$ cat src/hw/rtl/lpht_pkg.sv
// Shared types and constants for the linear probing hash table.
// No dependencies; used by lpht_ctrl and linear_probe_hash_table_core.
`timescale 1ns / 1ps

package lpht_pkg;

  // table depth; the home slot is key modulo this, so keep it a power of two
  localparam int unsigned TableSize = 16;
  localparam int unsigned SlotW     = (TableSize > 1) ? $clog2(TableSize) : 1;
  localparam int unsigned KeyW      = 31;
  localparam int unsigned StatusW   = 2;
  localparam int unsigned SlotOutW  = 4;

  typedef enum logic {
    OpInsert = 1'b0,
    OpFind   = 1'b1
  } op_e;

  typedef enum logic [StatusW-1:0] {
    StInserted = 2'd0,
    StFull     = 2'd1,
    StFound    = 2'd2,
    StNotFound = 2'd3
  } status_e;

  typedef struct packed {
    logic             we;
    logic [SlotW-1:0] addr;
    logic [KeyW-1:0]  wdata;
  } ram_req_t;

  typedef struct packed {
    logic             valid;
    status_e          status;
    logic [SlotW-1:0] slot;
  } res_t;

  function automatic logic [SlotW-1:0] next_slot(logic [SlotW-1:0] s);
    logic [SlotW-1:0] n;
    n = (s == SlotW'(TableSize - 1)) ? '0 : s + SlotW'(1);
    return n;
  endfunction

  function automatic logic [SlotOutW-1:0] slot_out(logic [SlotW-1:0] s);
    logic [SlotW+SlotOutW-1:0] ext;
    ext = {{SlotOutW{1'b0}}, s};
    return ext[SlotOutW-1:0];
  endfunction

endpackage

$ cat src/hw/rtl/lpht_ram.sv
// Generic single-port RAM with registered read.
// No dependencies.
`timescale 1ns / 1ps

module lpht_ram #(
  parameter int unsigned Width = 8,
  parameter int unsigned Depth = 16,
  parameter int unsigned AddrW = (Depth > 1) ? $clog2(Depth) : 1
) (
  input  logic             clk_i,
  input  logic             we_i,
  input  logic [AddrW-1:0] addr_i,
  input  logic [Width-1:0] wdata_i,
  output logic [Width-1:0] rdata_o
);

  logic [Width-1:0] mem_q [Depth];
  logic [Width-1:0] rdata_q;

  always_ff @(posedge clk_i) begin
    if (we_i) begin
      mem_q[addr_i] <= wdata_i;
    end
    rdata_q <= mem_q[addr_i];
  end

  assign rdata_o = rdata_q;

endmodule

$ cat src/hw/rtl/lpht_ctrl.sv
// Probe sequencer: holds the slot valid flags and walks the key memory.
// Depends on lpht_pkg; drives one lpht_ram port.
`timescale 1ns / 1ps

module lpht_ctrl (
  input  logic                      clk_i,
  input  logic                      rst_ni,
  input  logic                      in_valid_i,
  output logic                      in_ready_o,
  input  logic                      operation_i,
  input  logic [lpht_pkg::KeyW-1:0] key_i,
  output lpht_pkg::ram_req_t        ram_req_o,
  input  logic [lpht_pkg::KeyW-1:0] ram_rdata_i,
  output lpht_pkg::res_t            res_o,
  input  logic                      res_ready_i
);
  import lpht_pkg::*;

  typedef enum logic [1:0] {
    SIdle,
    SInsert,
    SFind,
    SDone
  } state_e;

  localparam logic [SlotW-1:0] LastIdx = SlotW'(TableSize - 1);

  state_e               state_q, state_d;
  logic [KeyW-1:0]      key_q, key_d;
  logic [SlotW-1:0]     pos_q, pos_d;
  logic [SlotW-1:0]     idx_q, idx_d;
  logic                 issue_q, issue_d;
  logic                 cmp_act_q, cmp_act_d;
  logic [SlotW-1:0]     cmp_pos_q, cmp_pos_d;
  logic                 cmp_last_q, cmp_last_d;
  logic [TableSize-1:0] valid_q, valid_d;
  status_e              status_q, status_d;
  logic [SlotW-1:0]     slot_q, slot_d;

  always_comb begin
    state_d    = state_q;
    key_d      = key_q;
    pos_d      = pos_q;
    idx_d      = idx_q;
    issue_d    = issue_q;
    cmp_act_d  = 1'b0;
    cmp_pos_d  = cmp_pos_q;
    cmp_last_d = cmp_last_q;
    valid_d    = valid_q;
    status_d   = status_q;
    slot_d     = slot_q;
    ram_req_o  = '{we: 1'b0, addr: pos_q, wdata: key_q};

    case (state_q)
      SIdle: begin
        if (in_valid_i) begin
          key_d   = key_i;
          pos_d   = SlotW'(key_i % TableSize);
          idx_d   = '0;
          issue_d = 1'b0;
          if (op_e'(operation_i) == OpInsert) begin
            state_d = SInsert;
          end else begin
            state_d = SFind;
            issue_d = 1'b1;
          end
        end
      end
      SInsert: begin
        if (!valid_q[pos_q]) begin
          ram_req_o.we   = 1'b1;
          valid_d[pos_q] = 1'b1;
          status_d       = StInserted;
          slot_d         = pos_q;
          state_d        = SDone;
        end else if (idx_q == LastIdx) begin
          status_d = StFull;
          slot_d   = '0;
          state_d  = SDone;
        end else begin
          pos_d = next_slot(pos_q);
          idx_d = idx_q + SlotW'(1);
        end
      end
      SFind: begin
        // read of pos_q issued now, compared next cycle
        cmp_act_d  = issue_q;
        cmp_pos_d  = pos_q;
        cmp_last_d = (idx_q == LastIdx);
        if (issue_q) begin
          pos_d = next_slot(pos_q);
          idx_d = idx_q + SlotW'(1);
          if (idx_q == LastIdx) begin
            issue_d = 1'b0;
          end
        end
        if (cmp_act_q) begin
          if (valid_q[cmp_pos_q] && (ram_rdata_i == key_q)) begin
            status_d  = StFound;
            slot_d    = cmp_pos_q;
            state_d   = SDone;
            issue_d   = 1'b0;
            cmp_act_d = 1'b0;
          end else if (cmp_last_q) begin
            status_d = StNotFound;
            slot_d   = '0;
            state_d  = SDone;
          end
        end
      end
      SDone: begin
        if (res_ready_i) begin
          state_d = SIdle;
        end
      end
      default: begin
        state_d = SIdle;
      end
    endcase
  end

  always_ff @(posedge clk_i or negedge rst_ni) begin
    if (!rst_ni) begin
      state_q   <= SIdle;
      issue_q   <= 1'b0;
      cmp_act_q <= 1'b0;
      valid_q   <= '0;
    end else begin
      state_q   <= state_d;
      issue_q   <= issue_d;
      cmp_act_q <= cmp_act_d;
      valid_q   <= valid_d;
    end
  end

  always_ff @(posedge clk_i) begin
    key_q      <= key_d;
    pos_q      <= pos_d;
    idx_q      <= idx_d;
    cmp_pos_q  <= cmp_pos_d;
    cmp_last_q <= cmp_last_d;
    status_q   <= status_d;
    slot_q     <= slot_d;
  end

  assign in_ready_o   = (state_q == SIdle);
  assign res_o.valid  = (state_q == SDone);
  assign res_o.status = status_q;
  assign res_o.slot   = slot_q;

  a_write_only_insert: assert property (@(posedge clk_i) disable iff (!rst_ni)
    ram_req_o.we |-> (state_q == SInsert))
    else $error("key memory written outside insert");

  a_found_is_valid: assert property (@(posedge clk_i) disable iff (!rst_ni)
    (res_o.valid && (res_o.status == StFound)) |-> valid_q[res_o.slot])
    else $error("found slot is not valid");

  a_inserted_sets_valid: assert property (@(posedge clk_i) disable iff (!rst_ni)
    ram_req_o.we |=> valid_q[$past(ram_req_o.addr)])
    else $error("insert did not set valid flag");

  a_compare_only_in_find: assert property (@(posedge clk_i) disable iff (!rst_ni)
    cmp_act_q |-> (state_q == SFind))
    else $error("compare stage active outside find");

endmodule

$ cat src/hw/rtl/linear_probe_hash_table_core.sv
// Top level of the linear probing hash table: sequencer, key memory, output word register.
// Depends on lpht_pkg, lpht_ctrl and lpht_ram.
`timescale 1ns / 1ps

// One request word (insert or find of a 31-bit key) is handled at a time and gives one
// result word. The home slot is the key modulo the table size; the key memory is walked
// one slot per cycle from there, wrapping, for at most one lap. A find compares each
// slot's key once its registered read returns, while the next read is already issued.
// The single-port key memory, visited one slot per cycle, sets the probe rate. Valid
// flags are cleared by reset at once, so the block takes requests right after reset.
// A new request is taken while the previous result word still waits in the output
// register.
module linear_probe_hash_table_core (
  input  logic                          clk_i,
  input  logic                          rst_ni,
  input  logic                          in_valid_i,
  output logic                          in_ready_o,
  input  logic                          operation_i,
  input  logic [lpht_pkg::KeyW-1:0]     key_i,
  output logic                          out_valid_o,
  input  logic                          out_ready_i,
  output logic [lpht_pkg::StatusW-1:0]  status_o,
  output logic [lpht_pkg::SlotOutW-1:0] slot_o
);
  import lpht_pkg::*;

  ram_req_t             ram_req;
  logic [KeyW-1:0]      ram_rdata;
  res_t                 res;
  logic                 res_ready;
  logic                 out_valid_q, out_valid_d;
  logic [StatusW-1:0]   status_q, status_d;
  logic [SlotOutW-1:0]  slot_q, slot_d;

  lpht_ctrl u_ctrl (
    .clk_i       (clk_i),
    .rst_ni      (rst_ni),
    .in_valid_i  (in_valid_i),
    .in_ready_o  (in_ready_o),
    .operation_i (operation_i),
    .key_i       (key_i),
    .ram_req_o   (ram_req),
    .ram_rdata_i (ram_rdata),
    .res_o       (res),
    .res_ready_i (res_ready)
  );

  lpht_ram #(
    .Width (KeyW),
    .Depth (TableSize)
  ) u_key_ram (
    .clk_i   (clk_i),
    .we_i    (ram_req.we),
    .addr_i  (ram_req.addr),
    .wdata_i (ram_req.wdata),
    .rdata_o (ram_rdata)
  );

  assign res_ready = !out_valid_q || out_ready_i;

  always_comb begin
    out_valid_d = out_valid_q;
    status_d    = status_q;
    slot_d      = slot_q;
    if (out_valid_q && out_ready_i) begin
      out_valid_d = 1'b0;
    end
    if (res.valid && res_ready) begin
      out_valid_d = 1'b1;
      status_d    = res.status;
      slot_d      = slot_out(res.slot);
    end
  end

  always_ff @(posedge clk_i or negedge rst_ni) begin
    if (!rst_ni) begin
      out_valid_q <= 1'b0;
    end else begin
      out_valid_q <= out_valid_d;
    end
  end

  always_ff @(posedge clk_i) begin
    status_q <= status_d;
    slot_q   <= slot_d;
  end

  assign out_valid_o = out_valid_q;
  assign status_o    = status_q;
  assign slot_o      = slot_q;

endmodule

$ cat config.mk
export PLATFORM = sky130hd
export DESIGN_NAME = linear_probe_hash_table_core
export DESIGN_NICKNAME = d
export VERILOG_FILES = /design/src/hw/rtl/lpht_pkg.sv /design/src/hw/rtl/lpht_ram.sv /design/src/hw/rtl/lpht_ctrl.sv /design/src/hw/rtl/linear_probe_hash_table_core.sv
export SDC_FILE = /design/constraint.sdc
export NUM_CORES = 1
export LEC_CHECK = 0
export BUFFER_PORTS_ARGS = -buffer_cell sky130_fd_sc_hd__buf_2
export CAP_MARGIN = 20
export CELL_PAD_IN_SITES_DETAIL_PLACEMENT = 1
export CELL_PAD_IN_SITES_GLOBAL_PLACEMENT = 2
export CORE_MARGIN = 5
export CORE_UTILIZATION = 31
export CTS_CLUSTER_SIZE = 25
export DETAILED_ROUTE_END_ITERATION = 8
export PLACE_DENSITY_LB_ADDON = 0.1
export SLEW_MARGIN = 30
export SYNTH_ARGS = -nofsm -noshare
export SYNTH_HDL_FRONTEND = slang
export SYNTH_SLANG_ARGS = --single-unit
$ cat constraint.sdc
create_clock -name clk_i -period 4.91 [get_ports clk_i]
set_input_delay 0.491 -clock clk_i [delete_from_list [all_inputs] [get_ports clk_i]]
set_output_delay 0.491 -clock clk_i [all_outputs]
set_load 0.02 [all_outputs]
After elaboration in Yosys (flattened, before gate mapping)
Memories as Yosys holds them, arrays and structs flattened. A register that Yosys moved wholly into a read port is not among the register bits.
Cells that the tools add are included.
{"block": "word_totals", "register_bits": 77, "latch_bits": 0, "mem_bits_rw": 496, "mem_bits_ro": 0, "in_bits": 36, "n_memories": 1}
{"name": "u_key_ram.mem_q", "depth": 16, "word_bits": 31, "rd": 1, "rd_clocked_by_memory_dff": 1, "write_ports": 1, "line": "lpht_ram.sv:17", "rtl": "logic [Width-1:0] mem_q [Depth];"}
{"block": "op_classes", "addsub": 2, "n_mul": 0, "div_mod_pow": 0, "order_cmp": 3, "eq_ne": 14, "shift": 0, "muxes": 53, "n_bitwise": 2, "n_reduce_logical": 17}
{"operator": "$mux W4", "count": 14}
{"operator": "$eq A31 B31 Y1", "count": 1}
{"operator": "$mux W2", "count": 12}
{"operator": "$pmux W4 S3", "count": 2}
{"operator": "$mux W1", "count": 18}
{"operator": "$or A16 B16 Y16", "count": 1}
{"operator": "$lt A4 B5 Y1 const B", "count": 2}
{"operator": "$reduce_and A5 Y1", "count": 2}
{"operator": "$add A4 B1 Y4 const B", "count": 2}
{"operator": "$bmux W1 S4", "count": 2}
{"operator": "$eq A4 B4 Y1 const B", "count": 2}
{"operator": "$ne A2 B1 Y1 const B", "count": 4}
{"operator": "$pmux W2 S4", "count": 1}
{"operator": "$pmux W4 S2", "count": 1}
{"operator": "$reduce_and A2 Y1", "count": 3}
{"operator": "$reduce_bool A2 Y1", "count": 3}
{"operator": "$demux W1 S4", "count": 1}
{"operator": "$eq A2 B2 Y1 const B", "count": 2}
{"operator": "$ge A4 B1 Y1 const B", "count": 1}
{"operator": "$logic_and A1 B1 Y1", "count": 4}
{"operator": "$ne A2 B2 Y1 const B", "count": 2}
{"operator": "$pmux W2 S2", "count": 1}
{"operator": "$reduce_and A4 Y1", "count": 1}
{"operator": "$ne A3 B1 Y1 const B", "count": 1}
{"operator": "other kinds (8)", "count": 8}

Logic depth before layout (Yosys ltp)
{"block": "depth", "word_depth": 6, "depth_mapped": 8, "depth_no_buf": 7}

By module
From an unflattened synthesis, not the netlist that was laid out.
{"block": "unflattened", "hier_cells": 1056, "hier_area_um2": 22819.4}
{"mod": "lpht_ram", "instances": 1, "cells_each": 814, "area_each_um2": 19259.7}
{"mod": "lpht_ctrl", "instances": 1, "cells_each": 232, "area_each_um2": 3325.7}
{"mod": "linear_probe_hash_table_core", "instances": 1, "cells_each": 10, "area_each_um2": 234.0}

Least setup slack after synthesis
Ideal clock, no wire load.
{"block": "synth_timing", "kind": "register to register", "start": "reg u_ctrl.pos_q[0]", "end": "mem u_key_ram.mem_q[5][0] in the netlist's numbering, enable pin", "setup_time_ns": 0.459, "arrival_ns": 3.616, "slack_ns": 0.835, "stages_incl_launch_ff": 6, "period_less_slack_ns": 4.075, "cell_sequence": "edfxtp_1 buf_2 mux4_2 mux2i_1 nand2_1 nor3_1"}
{"block": "synth_via", "elab_chain_len": 6}
{"item": "start: declaration", "line": "lpht_ctrl.sv:30", "rtl": "logic [SlotW-1:0] pos_q, pos_d;"}
{"item": "start signal: assignment", "line": "lpht_ctrl.sv:138", "rtl": "pos_q <= pos_d;"}
{"item": "$bmux W1 S4", "line": "lpht_ctrl.sv:70", "rtl": "if (!valid_q[pos_q]) begin"}
{"item": "$mux W1 (not written as such)", "line": "lpht_ctrl.sv:70"}
{"item": "$mux W1", "line": "lpht_ctrl.sv:70"}
{"item": "$mux W1", "line": "lpht_ctrl.sv:54", "rtl": "case (state_q)"}
{"item": "$mux W1", "line": "lpht_ram.sv:21", "rtl": "if (we_i) begin"}
{"item": "$mux W1 (not written as such)", "line": "lpht_ram.sv:22", "rtl": "mem_q[addr_i] <= wdata_i;"}
{"item": "end: declaration", "line": "lpht_ram.sv:17"}
Parallel ways exist; a longest one is shown, timed or not. The select of a mux whose other input is x is not followed.

Worst setup path after layout
{"block": "layout_timing", "start": "reg u_ctrl.pos_q[0]", "end": "mem u_key_ram.mem_q[1][15] in the netlist's numbering, enable pin"}
The elaborated chain is that of the path after synthesis.

==> metrics.md <==
| Metric | Value |
|---|---|
| Crit path time final | 3530 ps |
| Initial Utilization | 0.312 |
| Root buffer cell | clkbuf_16 |
| CTS buffer count | 71 |
| Async S/R FF share, synth | 0.0348 |
| DRT iter0 DRCs | 732 |
| Yosys top cell by area | edfxtp_1 |
| Critical Path Start Type | flop |
| Area contributors post-synth | edfxtp_1, mux4_2, dfxtp_1, dfrtp_1, xor2_1 |
| Clock slew at reported path FFs | 60 ps |
| # setup viols final | 0 |
| Initial antenna violation count | 2 |
| WHS Endpoint | u_ctrl.key_q[25]$_DFFE_PP_ |
| RSZ-0062 raised after global routing | false |
| Worst R2R End | u_key_ram.mem_q[1][15]$_DFFE_PP_ |
| Post-Syn Nets | 1,026 |
| CP top delay family | simple AND/OR/NAND/NOR gates |
| Complex-gate fraction of the synthesized area | 0.00731 |
| Routed len/inst | 26.5 µm |
| Critical Path RT | 5180 ps |
| Cell count after placement | 1,981 |
| Main combinational cell family by area after synthesis | multiplexers |
| Vias per cell | 4.79 |
| Setup TNS | 0 ps |
| Clk_skew | 20.1 ps |
| # rows | 99 |
| Number of port buffers | 43 |
| Clk buf depth | 3 |
| Clock latency on the worst-skew pair | 590 ps |
| RD Place Congestion | 0.685 |
| Routed via count | 10.1k |
| Distinct cells, synth | 42 |
| Pre-antenna DRT Iters | 6 |
| Io pins | 44 |
| Antenna diode count | 0 |
| Max Transition Viols Final | 0 |
| Die area | 78,900 µm² |
| Layout Nets | 1,141 |
| Grt ovf | 0 |
| Top_reg_cell synth | edfxtp_1 |
| Simple-gate share of the synthesized area | 0.0209 |
| Max cap viols | 0 |
| Die extent in y | 281 µm |
| PD cells | 606 nW/µm² |
| Clk sink count | 604 |
| Multiplexer share of the synthesized area | 0.166 |
| Period Utilization, post-route | 0.719 |
| Worst setup margin | 1380 ps |
| Crit. path cell count | 5 |
| Fraction of layout instances using a drive strength above 1 | 0.320 |
| Final HPWL DP | 31,100 µm |
| Yosys reg bits | 604 |
| Die X | 281 µm |
| Hold Vio Cnt, Final | 0 |
| Synthesized area per cell | 23.2 µm² |
| CP Buf/Inv Count | 2 |
| Critical R2R Launch | u_ctrl.pos_q[0]$_DFFE_PP_ |
| Most instantiated library cell after synthesis | edfxtp_1 |
| H-tree levels | 3 |
| Final cell count without fillers | 2,112 |
| Max Freq | 0.283 GHz |
| Slew @ Worst Pin | 1020 ps |
| Synthesized cell area | 22,800 µm² |
| Adder-cell share of the synthesized area | 0.00495 |
| Pre-CTS WS | 1160 ps |
| CP Cell Sequence | buf_12 > mux4_2 > or3_1 > nor2_4 > buf_4 |
| Tot GR Track Use | 0.143 |
| Worst-path cell with the longest stage delay | nor2_4 |
| Synth top area share | 0.728 |
| Hold Crit Class | input pin to flop |
| DRC | 0 |
| P&R area growth vs syn | 17.5% |
| First-pass GRT wire length | 82,000 µm |
| Min-delay src | key_i[25] |
| CORE AREA | 72,800 µm² |
| Number of flops mapped to enable cells by yosys | 552 |
| Crit Path Category | flop to flop |
| Reg2Reg Depth | 5 |
| Post-CTS sizing | 0 |
| Post-CTS Setup Inserts | 0 |
| Ys Warns | 0 |
| CP max FO | 87 |
| Post-route antenna net violation count | 0 |
| R2R setup slack | 1380 ps |
| Status | completed |
| Max VDD drop | 0.432 mV |
| Leakage Power | 8.58 nW |
| Worst slew margin | 0.323 |
| Sequential share of the synthesized area | 0.779 |
| CTS tree | built |
| WHS Path Cells | 1 |
| Largest net degree at the start of global routing | 131 |
| Worst path max stage delay | 680 ps |
| Drt total wl | 55,900 µm |
| Mapped Cells | 981 |
| Worst EP arrival | 3800 ps |
| Synth Area in XOR/XNOR | 0.0131 |
| Number of global-route vias before repair | 11.4k |
| Post-synth top cells | edfxtp_1, mux4_2, xor2_1, dfxtp_1, dfrtp_1 |
| Worst Setup End Kind | flop |
==> report_power, final <==
group | total (mW) | switching, mW | internal [mW]
clock | 5.19 | 2.07 | 3.12
combinational | 4.10 | 2.16 | 1.94
sequential | 6.92 | 0.424 | 6.50
==> sequential cells by signal (all words and copies together), names as in the netlist, 4 cells and up <==
name               cells
u_ctrl.idx_q           4
u_key_ram.rdata_o     31
u_ctrl.key_q          31
u_ctrl.pos_q           4
slot_o                 4
u_key_ram.mem_q      496
u_ctrl.slot_q          4
u_ctrl.cmp_pos_q       4
u_ctrl.valid_q        16
==> worst max path at each step <==
| stage | from | endpoint | slack [ps] |
|---|---|---|---|
| 2_1_floorplan | u_ctrl.pos_q[0]$_DFFE_PP_ | u_key_ram.mem_q[5][0]$_DFFE_PP_ | 830 |
| 3_3_place_gp | u_ctrl.pos_q[0]$_DFFE_PP_ | u_key_ram.mem_q[1][18]$_DFFE_PP_ | 1220 |
| 3_5_place_dp | u_ctrl.pos_q[0]$_DFFE_PP_ | u_key_ram.mem_q[1][18]$_DFFE_PP_ | 1160 |
| 4_1_cts | u_ctrl.pos_q[0]$_DFFE_PP_ | u_key_ram.mem_q[1][15]$_DFFE_PP_ | 1130 |
| 5_1_grt | u_ctrl.pos_q[0]$_DFFE_PP_ | u_key_ram.mem_q[1][15]$_DFFE_PP_ | 1110 |
| 6_report | u_ctrl.pos_q[0]$_DFFE_PP_ | u_key_ram.mem_q[1][15]$_DFFE_PP_ | 1380 |
==> cell families (layout without fill, tap and decap cells) <==
logic type | after synthesis | after routing
AO/OA/AOI/OAI | 24 | 24
XOR/XNOR | 34 | 34
adder cells (fa/ha/maj) | 9 | 9
buffers and inverters | 49 | 221
flip-flops | 604 | 604
multiplexers | 174 | 174
AND/OR/NAND/NOR | 87 | 87
==> cells in the final DEF (no fill, tap or decap), types with 2 or more instances in the layout <==
| cell | Yosys | final |
|---|---|---|
| a21oi_1 | 4 | 4 |
| a31oi_1 | 3 | 3 |
| and2_1 | 5 | 4 |
| buf_12 | 0 | 3 |
| buf_2 | 18 | 43 |
| buf_4 | 0 | 34 |
| buf_6 | 1 | 2 |
| bufinv_16 | 0 | 7 |
| clkbuf_1 | 19 | 15 |
| clkbuf_16 | 0 | 73 |
| clkbuf_8 | 0 | 2 |
| clkinv_1 | 0 | 16 |
| clkinv_2 | 0 | 12 |
| dfrtp_1 | 21 | 21 |
| dfxtp_1 | 31 | 31 |
| edfxtp_1 | 552 | 552 |
| ha_1 | 9 | 9 |
| inv_1 | 8 | 8 |
| inv_6 | 0 | 4 |
| mux2_2 | 3 | 3 |
| mux2i_1 | 9 | 9 |
| mux4_2 | 162 | 162 |
| nand2_1 | 15 | 15 |
| nand2b_1 | 4 | 4 |
| nand3_1 | 7 | 7 |
| nand4_1 | 2 | 2 |
| nor2_1 | 16 | 4 |
| nor2_4 | 0 | 12 |
| nor2b_1 | 4 | 4 |
| nor3_2 | 0 | 4 |
| nor4_1 | 7 | 7 |
| o211a_1 | 2 | 2 |
| o21ai_0 | 3 | 3 |
| o21ai_1 | 5 | 5 |
| or2_1 | 16 | 16 |
| xnor2_1 | 2 | 2 |
| xor2_1 | 32 | 32 |
==> cell type report <==
cell class,count,area [µm²]
Multi-Input combinational cell,328,4940
Timing Repair Buffer,83,563
Tap cell,959,1200
Fill cell,6957,46100
Clock buffer,90,1910
Sequential cell,604,17700
Inverter,8,30.0
Clock inverter,40,373
==> per-stage QoR <==
stage	hold slack (ps)	instance area, µm²	util	total power, mW
floorplan	195	22800	-	9.81
global placement	429	24400	0.335	11.3
detailed placement	411	24400	0.336	11.3
CTS	15.5	26700	0.367	16.6
global route	36.1	26700	0.367	17.1
finish	69.7	26700	0.367	16.2
==> per-layer routing <==
layer	vias to the layer above	wire length, µm	global-route usage
met4	0	794	0.0358
met2	175	27100	0.231
met3	54	2750	0.0258
li1	4341	-	-
met1	5553	25200	0.205
met5	-	0	0
==> what timing repair did <==
item | CTS | global route
hold endpoints to repair | 21 | 0
hold buffers | 1 | 0
setup endpoints to repair | 0 | 0
Power figures use the tool's default switching activity.
